### config.mk
export PLATFORM = sky130hd
export DESIGN_NAME = mllt_ctrl
export DESIGN_NICKNAME = d
export VERILOG_FILES = /design/src/hdl/mllt_pkg.sv /design/src/hdl/mllt_ctrl.sv
export SDC_FILE = /design/constraint.sdc
export NUM_CORES = 1
export LEC_CHECK = 0
export ABC_AREA = 0
export BUFFER_PORTS_ARGS = -buffer_cell sky130_fd_sc_hd__buf_2
export CELL_PAD_IN_SITES_DETAIL_PLACEMENT = 1
export CELL_PAD_IN_SITES_GLOBAL_PLACEMENT = 1
export CORE_MARGIN = 5
export CORE_UTILIZATION = 41
export CTS_CLUSTER_SIZE = 12
export DETAILED_ROUTE_END_ITERATION = 7
export GPL_TIMING_DRIVEN = 0
export PLACE_DENSITY = 0.78
export SKIP_LAST_GASP = 1
export SYNTH_ARGS = -nofsm -noshare
export SYNTH_HDL_FRONTEND = slang
export SYNTH_SLANG_ARGS = --single-unit
### constraint.sdc
create_clock -name clk -period 4 [get_ports clk]
set_clock_uncertainty 0.2 [all_clocks]
set_input_delay 0.8 -clock clk [delete_from_list [all_inputs] [get_ports clk]]
set_output_delay 0.8 -clock clk [all_outputs]
set_load 0.005 [all_outputs]
### src/hdl/mllt_pkg.sv
// Shared types, codes and sizes for the MAC learning limit table.
// No dependencies; every other file in hdl/ but mllt_ram refers to it by scoped names.
`default_nettype none

package mllt_pkg;

	localparam int MAX_VPORT_INDEX = 8192;
	localparam int RAM_DEPTH       = MAX_VPORT_INDEX + 1;
	localparam int RAM_AW          = $clog2(RAM_DEPTH);

	localparam logic [7:0] NO_LIMIT = 8'hff;

	// action codes
	localparam logic [2:0] ACT_LEARN  = 3'd0;
	localparam logic [2:0] ACT_AGE    = 3'd1;
	localparam logic [2:0] ACT_SETLIM = 3'd2;
	localparam logic [2:0] ACT_RESET  = 3'd3;
	localparam logic [2:0] ACT_FLUSH  = 3'd4;
	localparam logic [2:0] ACT_SETUP  = 3'd5;

	// status codes
	localparam logic [2:0] STAT_OK       = 3'd0;
	localparam logic [2:0] STAT_RANGE    = 3'd1;
	localparam logic [2:0] STAT_NOT_VLAN = 3'd2;
	localparam logic [2:0] STAT_DISABLED = 3'd3;
	localparam logic [2:0] STAT_LIMIT    = 3'd4;
	localparam logic [2:0] STAT_PENDING  = 3'd5;

	// learn mode commands
	localparam logic [1:0] MODE_NONE        = 2'd0;
	localparam logic [1:0] MODE_PEND_NO_FWD = 2'd1;
	localparam logic [1:0] MODE_PEND_FWD    = 2'd2;
	localparam logic [1:0] MODE_FWD_ONLY    = 2'd3;

	// alarm events
	localparam logic [1:0] EV_NONE  = 2'd0;
	localparam logic [1:0] EV_START = 2'd1;
	localparam logic [1:0] EV_END   = 2'd2;

	typedef struct packed {
		logic [2:0]  action;
		logic        is_vlan_port;
		logic [15:0] vp_index;
		logic        pending_flag;
		logic        move_flag;
		logic [7:0]  new_limit;
		logic [7:0]  intf_id;
		logic [11:0] tag_vid;
	} req_t;

	typedef struct packed {
		logic [2:0]  status;
		logic [1:0]  learn_mode_cmd;
		logic [1:0]  alarm_event;
		logic [7:0]  alarm_intf;
		logic [11:0] alarm_vid;
		logic [7:0]  learned_count;
		logic [15:0] attempt_total;
	} rsp_t;

	// one table entry as stored in RAM
	typedef struct packed {
		logic [7:0]  learned;
		logic [15:0] total;
		logic [7:0]  limit;
		logic        raised;
		logic [7:0]  intf;
		logic [11:0] vid;
	} entry_t;

	localparam int ENTRY_W = $bits(entry_t);

	localparam entry_t ENTRY_RESET = '{
		learned: 8'd0, total: 16'd0, limit: NO_LIMIT, raised: 1'b0,
		intf: 8'd0, vid: 12'd0
	};

	typedef enum logic [1:0] {
		ST_CLEAR,
		ST_IDLE,
		ST_EXEC
	} ctrl_state_t;

	typedef struct packed {
		logic              clear;
		logic [RAM_AW-1:0] clr_addr;
		logic              capture;
		logic              exec;
	} ctrl_cmd_t;

	typedef struct packed {
		logic out_free;
	} dp_stat_t;

endpackage

`default_nettype wire

### src/hdl/mllt_ctrl.sv
// Controller: clearing pass after reset, then accept / execute sequencing.
// Depends on mllt_pkg.
`default_nettype none

module mllt_ctrl (
	input  wire logic                  clk,
	input  wire logic                  arst_n,
	input  wire logic                  req_valid,
	output      logic                  req_ready,
	input  wire mllt_pkg::dp_stat_t    stat,
	output      mllt_pkg::ctrl_cmd_t   cmd
);

	localparam logic [mllt_pkg::RAM_AW-1:0] CLR_LAST =
		mllt_pkg::RAM_AW'(mllt_pkg::RAM_DEPTH - 1);

	mllt_pkg::ctrl_state_t state_q, state_d;
	logic [mllt_pkg::RAM_AW-1:0] clr_cnt_q;

	always_ff @(posedge clk or negedge arst_n) begin
		if (!arst_n) begin
			state_q   <= mllt_pkg::ST_CLEAR;
			clr_cnt_q <= '0;
		end else begin
			state_q <= state_d;
			if (state_q == mllt_pkg::ST_CLEAR) begin
				clr_cnt_q <= clr_cnt_q + 1'b1;
			end
		end
	end

	always_comb begin
		state_d      = state_q;
		req_ready    = 1'b0;
		cmd.clear    = 1'b0;
		cmd.clr_addr = clr_cnt_q;
		cmd.capture  = 1'b0;
		cmd.exec     = 1'b0;
		case (state_q)
			mllt_pkg::ST_CLEAR: begin
				cmd.clear = 1'b1;
				if (clr_cnt_q == CLR_LAST) begin
					state_d = mllt_pkg::ST_IDLE;
				end
			end
			mllt_pkg::ST_IDLE: begin
				req_ready = 1'b1;
				if (req_valid) begin
					cmd.capture = 1'b1;
					state_d     = mllt_pkg::ST_EXEC;
				end
			end
			mllt_pkg::ST_EXEC: begin
				// hold until the output register has room
				if (stat.out_free) begin
					cmd.exec = 1'b1;
					state_d  = mllt_pkg::ST_IDLE;
				end
			end
			default: begin
				state_d = mllt_pkg::ST_IDLE;
			end
		endcase
	end

endmodule

`default_nettype wire

==> run metrics, run 1 <==
status=finished, final reports clean; total CTS buffers=3; startpoint types=flip-flop; ys async rst share=1.00; Crit Path Class=flip-flop to primary output; Crit. End Element=primary output; final worst-path cycle share=0.566; TritonCTS clock tree=yes; Die X=54.4 um; antenna violations before repair=0; PortBufs=21; total routed wirelength=1840 um; CTS resizes=0; H-tree depth=1; initial core utilization=0.420; M3 GR Usage=0.0354; Reg clk slew, reported paths=0.10 ns; wire per inst=14.9 um; vias in the first global route=711; syn nets=77; Rows=16; WP data required=3.00 ns; drt first pass iters=4; global-route wire length before repair=3120 um; Mean Syn Cell Area=11.4 um^2; Max Cap Viol=0; crit path DAT=1.26 ns; Syn Inst Count=71; YS warnings=0; die height=54.4 um; Post-synth EDFFs=0; Area Overhead vs Synth=21.7%; hold_ws=0.209 ns; Synth top cells by count=dfrtp_1 (16), xor2_1 (8), xnor2_1 (5); busiest metal layer after global routing=met2; Core Util, Final=0.511; core area=1920 um^2; Bufs and invs on worst path=1; final setup violation count=0; setup TNS=0 ns; Starting DRT DRC Count=12; share of cells above drive strength 1=0.302; Tmin final=2.26 ns; global route total overflow=0; number of diodes=0; CP peak stage delay=0.44 ns; Leak=0.531 nW; routed via count=634; largest net degree at the start of global routing=17; Critical Path, Cell by Cell=nor2_1, buf_2; most instantiated library cell after synthesis=dfrtp_1; Power Dens Cells=583 nW/um^2; FF+latch count, synth=16; M1 GR Usage=0.170; post-synthesis cell type count=24; unrepaired setup endpoints after global routing=false; DRC=0; worst ir drop on vdd=0.368 mV; HP Class=input port to async pin; CP Max Fanout=6; final antenna-violating net count=0; vias per cell=5.15; Final Max Slew Viols=0; slowest CP cell=dfrtp_1; top cells by area, synth=dfrtp_1 (50%), xor2_1 (8.7%), xnor2_1 (5.4%); FMAX=442 MHz; Final HPWL DP=1390 um; post-synthesis sequential area ratio=0.496; dominant cell type by area after synthesis=dfrtp_1; # IOs=22; max_slew headroom=0.732; ys flop type=dfrtp_1; met2 Track Usage GR=0.257; postcts setup bufs=0; Yosys top cell area share=0.496; Global Route Usage Sum=0.151; Clock Sinks=16; Clock Path Buffers=2; die area=2960 um^2; Fin. Hold Viols=0; worst-margin pin slew=0.401 ns; crit-path leading delay family=flip-flops; synthesized cell area=807 um^2; CTS root buf=clkbuf_4; Hold-fix buffers, CTS=0; Placer Congestion=0.743; nets@finish=103; clk_lat worst skew=0.28 ns
## cells by family (layout without fill, tap and decap cells)
logic type / after synthesis / in the layout / synth area share
AND/OR/NAND/NOR: 32 / 32 / 0.276
XOR/XNOR: 13 / 13 / 0.141
buffers and inverters: 5 / 30 / 0.0326
adder cells (fa/ha/maj): 2 / 2 / 0.0310
AO/OA/AOI/OAI: 3 / 3 / 0.0232
flip-flops: 16 / 16 / 0.496
## sequential cells by signal, summed over array words and instances (netlist names)
signal,cells
state_q,2
clr_cnt_q,14
## cell type report
type / instances / area (um^2)
fill: 241 / 940
timing repair buffer: 21 / 105
sequential: 16 / 400
clock buffer: 4 / 36.3
inverter: 4 / 15.0
buffer: 1 / 11.3
multi-input combinational: 50 / 380
tap: 27 / 33.8
## worst paths after layout
check                      slack [ns]            end     startpoint  depth (start not counted)
max in group asynchronous        3.12   clr_cnt_q[1]         arst_n                          1
hold / removal                   0.21  clr_cnt_q[12]         arst_n                          1
setup / recovery                 1.74        cmd[16]     state_q[1]                          2
hold reg to reg                  0.30  clr_cnt_q[13]  clr_cnt_q[13]                          1
setup reg to reg                 2.22  clr_cnt_q[12]   clr_cnt_q[1]                          5
min in group clk                 0.30  clr_cnt_q[13]  clr_cnt_q[13]                          1
## metal layers
| metal | part of all wire | up-vias |
|---|---|---|
| met2 | 0.50 | 19 |
| met5 | 0 | - |
| met1 | 0.43 | 309 |
| met4 | 0.012 | 0 |
| met3 | 0.058 | 4 |
| li1 | - | 302 |
## worst register-to-register path: cells and delay by family, from the launching register on
kind / cells / cell delay, ns
flops: 1 / 0.42
simple gates: 2 / 0.63
buf+inv: 1 / 0.15
fa+ha+maj: 1 / 0.16
xor+xnor: 1 / 0.16
## stage by stage
stage | cells | setup slack, ns | cell area [um^2] | total power, mW
2_1_floorplan | 71 | 2.05 | 807 | 0.380
3_3_place_gp | 119 | 1.84 | 946 | 0.459
3_5_place_dp | 119 | 1.83 | 946 | 0.474
4_1_cts | 123 | 1.72 | 982 | 0.582
5_1_grt | 123 | 1.60 | 982 | 0.619
6_report | 123 | 1.74 | 982 | 0.573
## cells in the final DEF, fill, tap and decap left out, drive strengths merged
master | synthesis | final
a21oi | 1 | 1
a22o | 1 | 1
and2 | 1 | 1
and2b | 1 | 1
and3b | 1 | 1
buf | 1 | 22
clkbuf | 0 | 4
dfrtp | 16 | 16
ha | 2 | 2
inv | 4 | 4
nand2 | 4 | 4
nand3 | 3 | 3
nand4 | 4 | 4
nand4bb | 1 | 1
nor2 | 4 | 4
nor3 | 4 | 4
nor3b | 1 | 1
nor4 | 6 | 6
nor4b | 1 | 1
o21ai | 1 | 1
or3b | 1 | 1
xnor2 | 5 | 5
xor2 | 8 | 8
## report_power, final
group          internal, mW  switching [mW]  total [mW]
registers             0.202          0.0619       0.264
clock network        0.0553          0.0511       0.106
logic                0.0960           0.107       0.203
total                 0.353           0.220       0.573
Power figures use the tool's default switching activity.
==> inputs of run 2 (changes only) <==
--- a/config.mk
+++ b/config.mk
@@ -10,11 +10,11 @@
 export CELL_PAD_IN_SITES_DETAIL_PLACEMENT = 1
 export CELL_PAD_IN_SITES_GLOBAL_PLACEMENT = 1
 export CORE_MARGIN = 5
-export CORE_UTILIZATION = 41
+export CORE_UTILIZATION = 35
 export CTS_CLUSTER_SIZE = 12
 export DETAILED_ROUTE_END_ITERATION = 7
 export GPL_TIMING_DRIVEN = 0
-export PLACE_DENSITY = 0.78
+export PLACE_DENSITY = 0.71
 export SKIP_LAST_GASP = 1
 export SYNTH_ARGS = -nofsm -noshare
 export SYNTH_HDL_FRONTEND = slang
==> constraint.sdc (replaced) <==
create_clock -name clk -period 1.95 [get_ports clk]
set_clock_uncertainty 0.2 [all_clocks]
set_input_delay 0.39 -clock clk [delete_from_list [all_inputs] [get_ports clk]]
set_output_delay 0.39 -clock clk [all_outputs]
set_load 0.005 [all_outputs]
==> run metrics, run 2 (synthesis results as in run 1) <==
Power Dens Cells=1190 nW/um^2 (+100%); Reg2Reg Depth=5 (unchanged); nets@finish=104 (+0.97%); core area=2210 um^2 (+15%); HP Class=input port to flip-flop; total CTS buffers=3 (unchanged); number of diodes=0 (unchanged); worst ir drop on vdd=0.636 mV (+73%); setup TNS=0 ns (unchanged); Max Cap Viol=0 (unchanged); Clock Path Buffers=2 (unchanged); Rows=17 (+1); postcts setup bufs=0 (unchanged); status=finished, final reports clean; Final Max Slew Viols=0 (unchanged); crit path DAT=1.23 ns (-0.03 ns); Final HPWL DP=1430 um (+3.1%); global-route wire length before repair=3350 um (+7.3%); Clock Sinks=16 (unchanged); Starting DRT DRC Count=8 (-4); DRC=0 (unchanged); global route total overflow=0 (unchanged); drt first pass iters=4 (unchanged); final setup violation count=0 (unchanged); Largest regs=clr_cnt_q x14, state_q x2; Reg clk slew, reported paths=0.09 ns (about the same); worst-margin pin slew=0.367 ns (-0.0346 ns); startpoint types=flip-flop; Crit Path Class=flip-flop to primary output; antenna violations before repair=0 (unchanged); initial core utilization=0.365 (-0.0551); Fin. Hold Viols=0 (unchanged); Leak=0.536 nW (+0.82%); hold path cells=2; most flop-heavy register=clr_cnt_q; unrepaired setup endpoints after global routing=false; hold_ws=0.201 ns (-0.00850 ns); Placer Congestion=0.760 (+2.2%); H-tree depth=1 (unchanged); Global Route Usage Sum=0.130 (-0.0211); total routed wirelength=1920 um (+4.5%); largest net degree at the start of global routing=17 (unchanged); number of flip-flops in the largest register=14 (unchanged); vias per cell=5.10 (-0.98%); Tmin final=1.82 ns; commonest non-fill, non-tap cells in the layout=buf_2 (21), dfrtp_1 (16), xor2_1 (8); vias in the first global route=692 (-2.7%); Die X=58.0 um (+6.7%); final antenna-violating net count=0 (unchanged); Crit. End Element=primary output; PortBufs=21 (unchanged); leading cell type in the layout, fill and taps excluded=buf_2; TritonCTS clock tree=yes; # IOs=22 (unchanged); clk_lat worst skew=0.28 ns (about the same); final worst-path cycle share=0.934; CTS root buf=clkbuf_4; WP data required=1.36 ns (-1.64 ns); wire per inst=15.4 um (+2.8%); share of cells above drive strength 1=0.309 (+0.00720); CP Max Fanout=6 (unchanged); max_slew headroom=0.756 (+0.0240); die height=58.0 um (+6.7%); FMAX=549 MHz; routed via count=638 (+0.63%); Area Overhead vs Synth=23.4%; die area=3370 um^2 (+14%)
run 2: changes by cell type in the layout (fill, tap and decap cells not counted), sizes merged:
cell / delta
dlygate4sd3: +1
run 2: repair_timing:
action | 4_1_cts | 5_1_grt
endpoints found under the hold margin | 16 | 0
endpoints found under the setup margin | 0 | 1
gates resized for setup | 0 | 1
hold buffers | 1 | 0
run 2: layout make-up:
cell class              count  area [um^2]
fillers                   264         1220
flip-flops and latches     16          400
multi-input cells          50          383
repair buffers             22          115
clock buffers               4         36.3
well taps                  28         35.0
inverters                   4         15.0
plain buffers               1         11.3
run 2: metal layers:
metal / track usage / part of all wire
met2: 0.206 / 0.50
met1: 0.169 / 0.46
met4: 0.0695 / 0.014
met5: 0 / 0
met3: 0.0200 / 0.027
run 2: critical path, stage by stage, from the launching register on:
cell     delay [ns]
dfrtp_1        0.45
and2b_1        0.23
and2_1         0.16
buf_2          0.12
run 2: path summary, 6_finish.rpt:
check	from	to	slack [ns]
min in group asynchronous	arst_n	clr_cnt_q[6]	0.35
worst min-delay path	req_valid	state_q[1]	0.20
worst max register to register	clr_cnt_q[1]	clr_cnt_q[12]	0.17
worst max-delay path	state_q[1]	cmd[1]	0.13
max in group asynchronous	arst_n	state_q[0]	0.93
worst min register to register	clr_cnt_q[13]	clr_cnt_q[13]	0.29
run 2: power breakdown:
| part | internal [mW] | leakage (nW) | total, mW | switching [mW] |
|---|---|---|---|---|
| registers | 0.413 | 0.211 | 0.544 | 0.130 |
| clock network | 0.114 | 0.0210 | 0.219 | 0.106 |
| logic | 0.200 | 0.304 | 0.423 | 0.223 |
run 2: through the flow:
step	util	power (mW)	worst slack [ns]	instances	area [um^2]
6_report	0.450	1.19	0.130	125	996
5_1_grt	0.450	1.29	0.0635	125	996
4_1_cts	0.449	1.19	0.0971	125	993
3_5_place_dp	0.428	0.970	0.172	120	947
3_3_place_gp	0.428	0.942	0.202	120	947
2_1_floorplan	-	0.780	0.254	71	807
==> inputs of run 3 (changes only) <==
--- a/config.mk
+++ b/config.mk
@@ -5,16 +5,16 @@
 export SDC_FILE = /design/constraint.sdc
 export NUM_CORES = 1
 export LEC_CHECK = 0
-export ABC_AREA = 0
+export ABC_AREA = 1
 export BUFFER_PORTS_ARGS = -buffer_cell sky130_fd_sc_hd__buf_2
 export CELL_PAD_IN_SITES_DETAIL_PLACEMENT = 1
 export CELL_PAD_IN_SITES_GLOBAL_PLACEMENT = 1
 export CORE_MARGIN = 5
-export CORE_UTILIZATION = 35
+export CORE_UTILIZATION = 34
 export CTS_CLUSTER_SIZE = 12
 export DETAILED_ROUTE_END_ITERATION = 7
 export GPL_TIMING_DRIVEN = 0
-export PLACE_DENSITY = 0.71
+export PLACE_DENSITY = 0.72
 export SKIP_LAST_GASP = 1
 export SYNTH_ARGS = -nofsm -noshare
 export SYNTH_HDL_FRONTEND = slang
==> run metrics, run 3 <==
global-route wire length before repair=3930 um (+17%); syn nets=127 (+65%); PortBufs=21 (unchanged); Setup WS post-layout=0.113 ns (-0.0167 ns); final setup violation count=0 (unchanged); Tmin final=1.84 ns (+0.0167 ns); Largest regs=clr_cnt_q x14, state_q x2; post-synthesis sequential area ratio=0.425 (-0.0712); commonest non-fill, non-tap cells in the layout=nand2_1 (37), buf_2 (21), inv_1 (20); top cells by area, synth=dfrtp_1 (42%), nand2_1 (15%), inv_1 (8.0%); number of diodes=0 (unchanged); Fin. Hold Viols=0 (unchanged); CP Max Fanout=3 (-3); CTS root buf=clkbuf_4; Yosys top cell area share=0.425 (-0.0712); H-tree depth=1 (unchanged); # IOs=22 (unchanged); status=finished, final reports clean; TritonCTS clock tree=yes; Leak=0.652 nW (+22%); Crit. End Element=primary output; dominant cell type by area after synthesis=dfrtp_1; most flop-heavy register=clr_cnt_q; hold_ws=0.183 ns (-0.0183 ns); Total Power=1.25 mW (+5.7%); total CTS buffers=3 (unchanged); Syn Inst Count=121 (+70%); Power Dens Cells=1100 nW/um^2 (-7.2%); ys flop type=dfrtp_1; most instantiated library cell after synthesis=nand2_1; largest net degree at the start of global routing=17 (unchanged); routed via count=847 (+33%); synthesized cell area=942 um^2 (+17%); ys async rst share=1.00 (unchanged); setup TNS=0 ns (unchanged); post-synthesis cell type count=19 (-21%); crit-path leading delay family=flip-flops; Critical Path, Cell by Cell=inv_1, nor2_2, inv_1, nor2_1, buf_2; worst-margin pin slew=0.372 ns (+0.00531 ns); nets@finish=154 (+48%); Max Cap Viol=0 (unchanged); slowest CP cell=dfrtp_1; WP data required=1.36 ns (about the same); max_slew headroom=0.752 (-0.00354); most used cell, CP=inv_1; DRC=0 (unchanged); antenna violations before repair=0 (unchanged); number of flip-flops in the largest register=14 (unchanged); final worst-path cycle share=0.942 (+0.00858); worst ir drop on vdd=0.612 mV (-3.8%); Crit Path Class=flip-flop to primary output; total routed wirelength=2190 um (+14%); initial core utilization=0.348 (-0.0172); Global Route Usage Sum=0.123 (-0.00727); Placer Congestion=0.680 (-10%); clk_lat worst skew=0.30 ns (+0.02 ns); FF+latch count, synth=16 (unchanged); vias in the first global route=927 (+34%); FMAX=544 MHz (-0.91%); Clock Sinks=16 (unchanged); Mean Syn Cell Area=7.79 um^2 (-31%); vias per cell=4.76 (-6.8%); global route total overflow=0 (unchanged); wire per inst=12.3 um (-20%); Place WS=0.380 ns (+0.208 ns); Post-synth EDFFs=0 (unchanged); share of cells above drive strength 1=0.231 (-0.0780); Final Max Slew Viols=0 (unchanged); die area=3920 um^2 (+17%); Clock Path Buffers=2 (unchanged); startpoint types=flip-flop; core area=2710 um^2 (+23%); CP peak stage delay=0.42 ns (-0.03 ns); crit path DAT=1.25 ns (+0.02 ns); HP Class=input port to flip-flop; Bufs and invs on worst path=3 (+2); placed cell count=173 (+44%); YS warnings=0 (unchanged); final antenna-violating net count=0 (unchanged); Starting DRT DRC Count=15 (+7); Post-Layout Cell Count=178 (+42%); drt first pass iters=4 (unchanged); Area Overhead vs Synth=20.5%; Rows=19 (+2); postcts setup bufs=0 (unchanged); Synth top cells by count=nand2_1 (37), inv_1 (20), dfrtp_1 (16), nor2_1 (15), nand3_1 (6); die height=62.6 um (+8.0%); leading cell type in the layout, fill and taps excluded=nand2_1; unrepaired setup endpoints after global routing=false; Die X=62.6 um (+8.0%); Final HPWL DP=1760 um (+23%); Reg clk slew, reported paths=0.10 ns (about the same)
run 3: final timing paths:
check / end / slack [ns] / cells past startpoint / from
max in group asynchronous: clr_cnt_q[3] / 0.96 / 2 / arst_n
max reg2reg: clr_cnt_q[11] / 0.37 / 6 / state_q[1]
max: cmd[1] / 0.11 / 5 / state_q[0]
min: state_q[1] / 0.18 / 3 / req_valid
min reg2reg: clr_cnt_q[13] / 0.34 / 2 / clr_cnt_q[13]
min in group asynchronous: clr_cnt_q[0] / 0.32 / 2 / arst_n
run 3: power by group:
group / internal, mW / switching [mW] / leakage (nW)
Clock: 0.114 / 0.118 / 0.0210
Sequential: 0.414 / 0.129 / 0.210
Combinational: 0.198 / 0.280 / 0.420
Total: 0.727 / 0.527 / 0.652
run 3: kinds of logic after synthesis:
group	Yosys count	share of synthesized area
fa+ha+maj	2	0.0266
flops	16	0.425
buf+inv	20	0.0797
xor+xnor	6	0.0558
compound gates	4	0.0212
simple gates	73	0.392
run 3: tightest hold or removal path: stages:
cell     delay [ns]
buf_2          0.09
inv_1          0.07
o21ai_0        0.09
run 3: cell type report:
cell class	instances	area [um^2]
Clock buffer	4	36.3
Fill cell	356	1580
Inverter	20	75.1
Multi-Input combinational cell	85	469
Sequential cell	16	400
Tap cell	31	38.8
Timing Repair Buffer	22	115
run 3: what timing repair did:
item,in CTS,in global routing
resized for setup,0,1
hold buffers,1,0
endpoints found under the hold margin,16,0
endpoints found under the setup margin,0,1
run 3: routing by layer:
| metal | vias to the layer above | GRT usage | routed length [um] |
|---|---|---|---|
| met5 | - | 0 | 0 |
| li1 | 425 | - | - |
| met2 | 17 | 0.231 | 1170 |
| met4 | 0 | 0.0716 | 62 |
| met3 | 5 | 0.0162 | 90 |
| met1 | 400 | 0.127 | 871 |
run 3: through the flow:
step / instance area, um^2 / utilization
6_report: 1130 / 0.419
5_1_grt: 1130 / 0.419
4_1_cts: 1130 / 0.418
3_5_place_dp: 1090 / 0.401
3_3_place_gp: 1090 / 0.401
2_1_floorplan: 942 / -
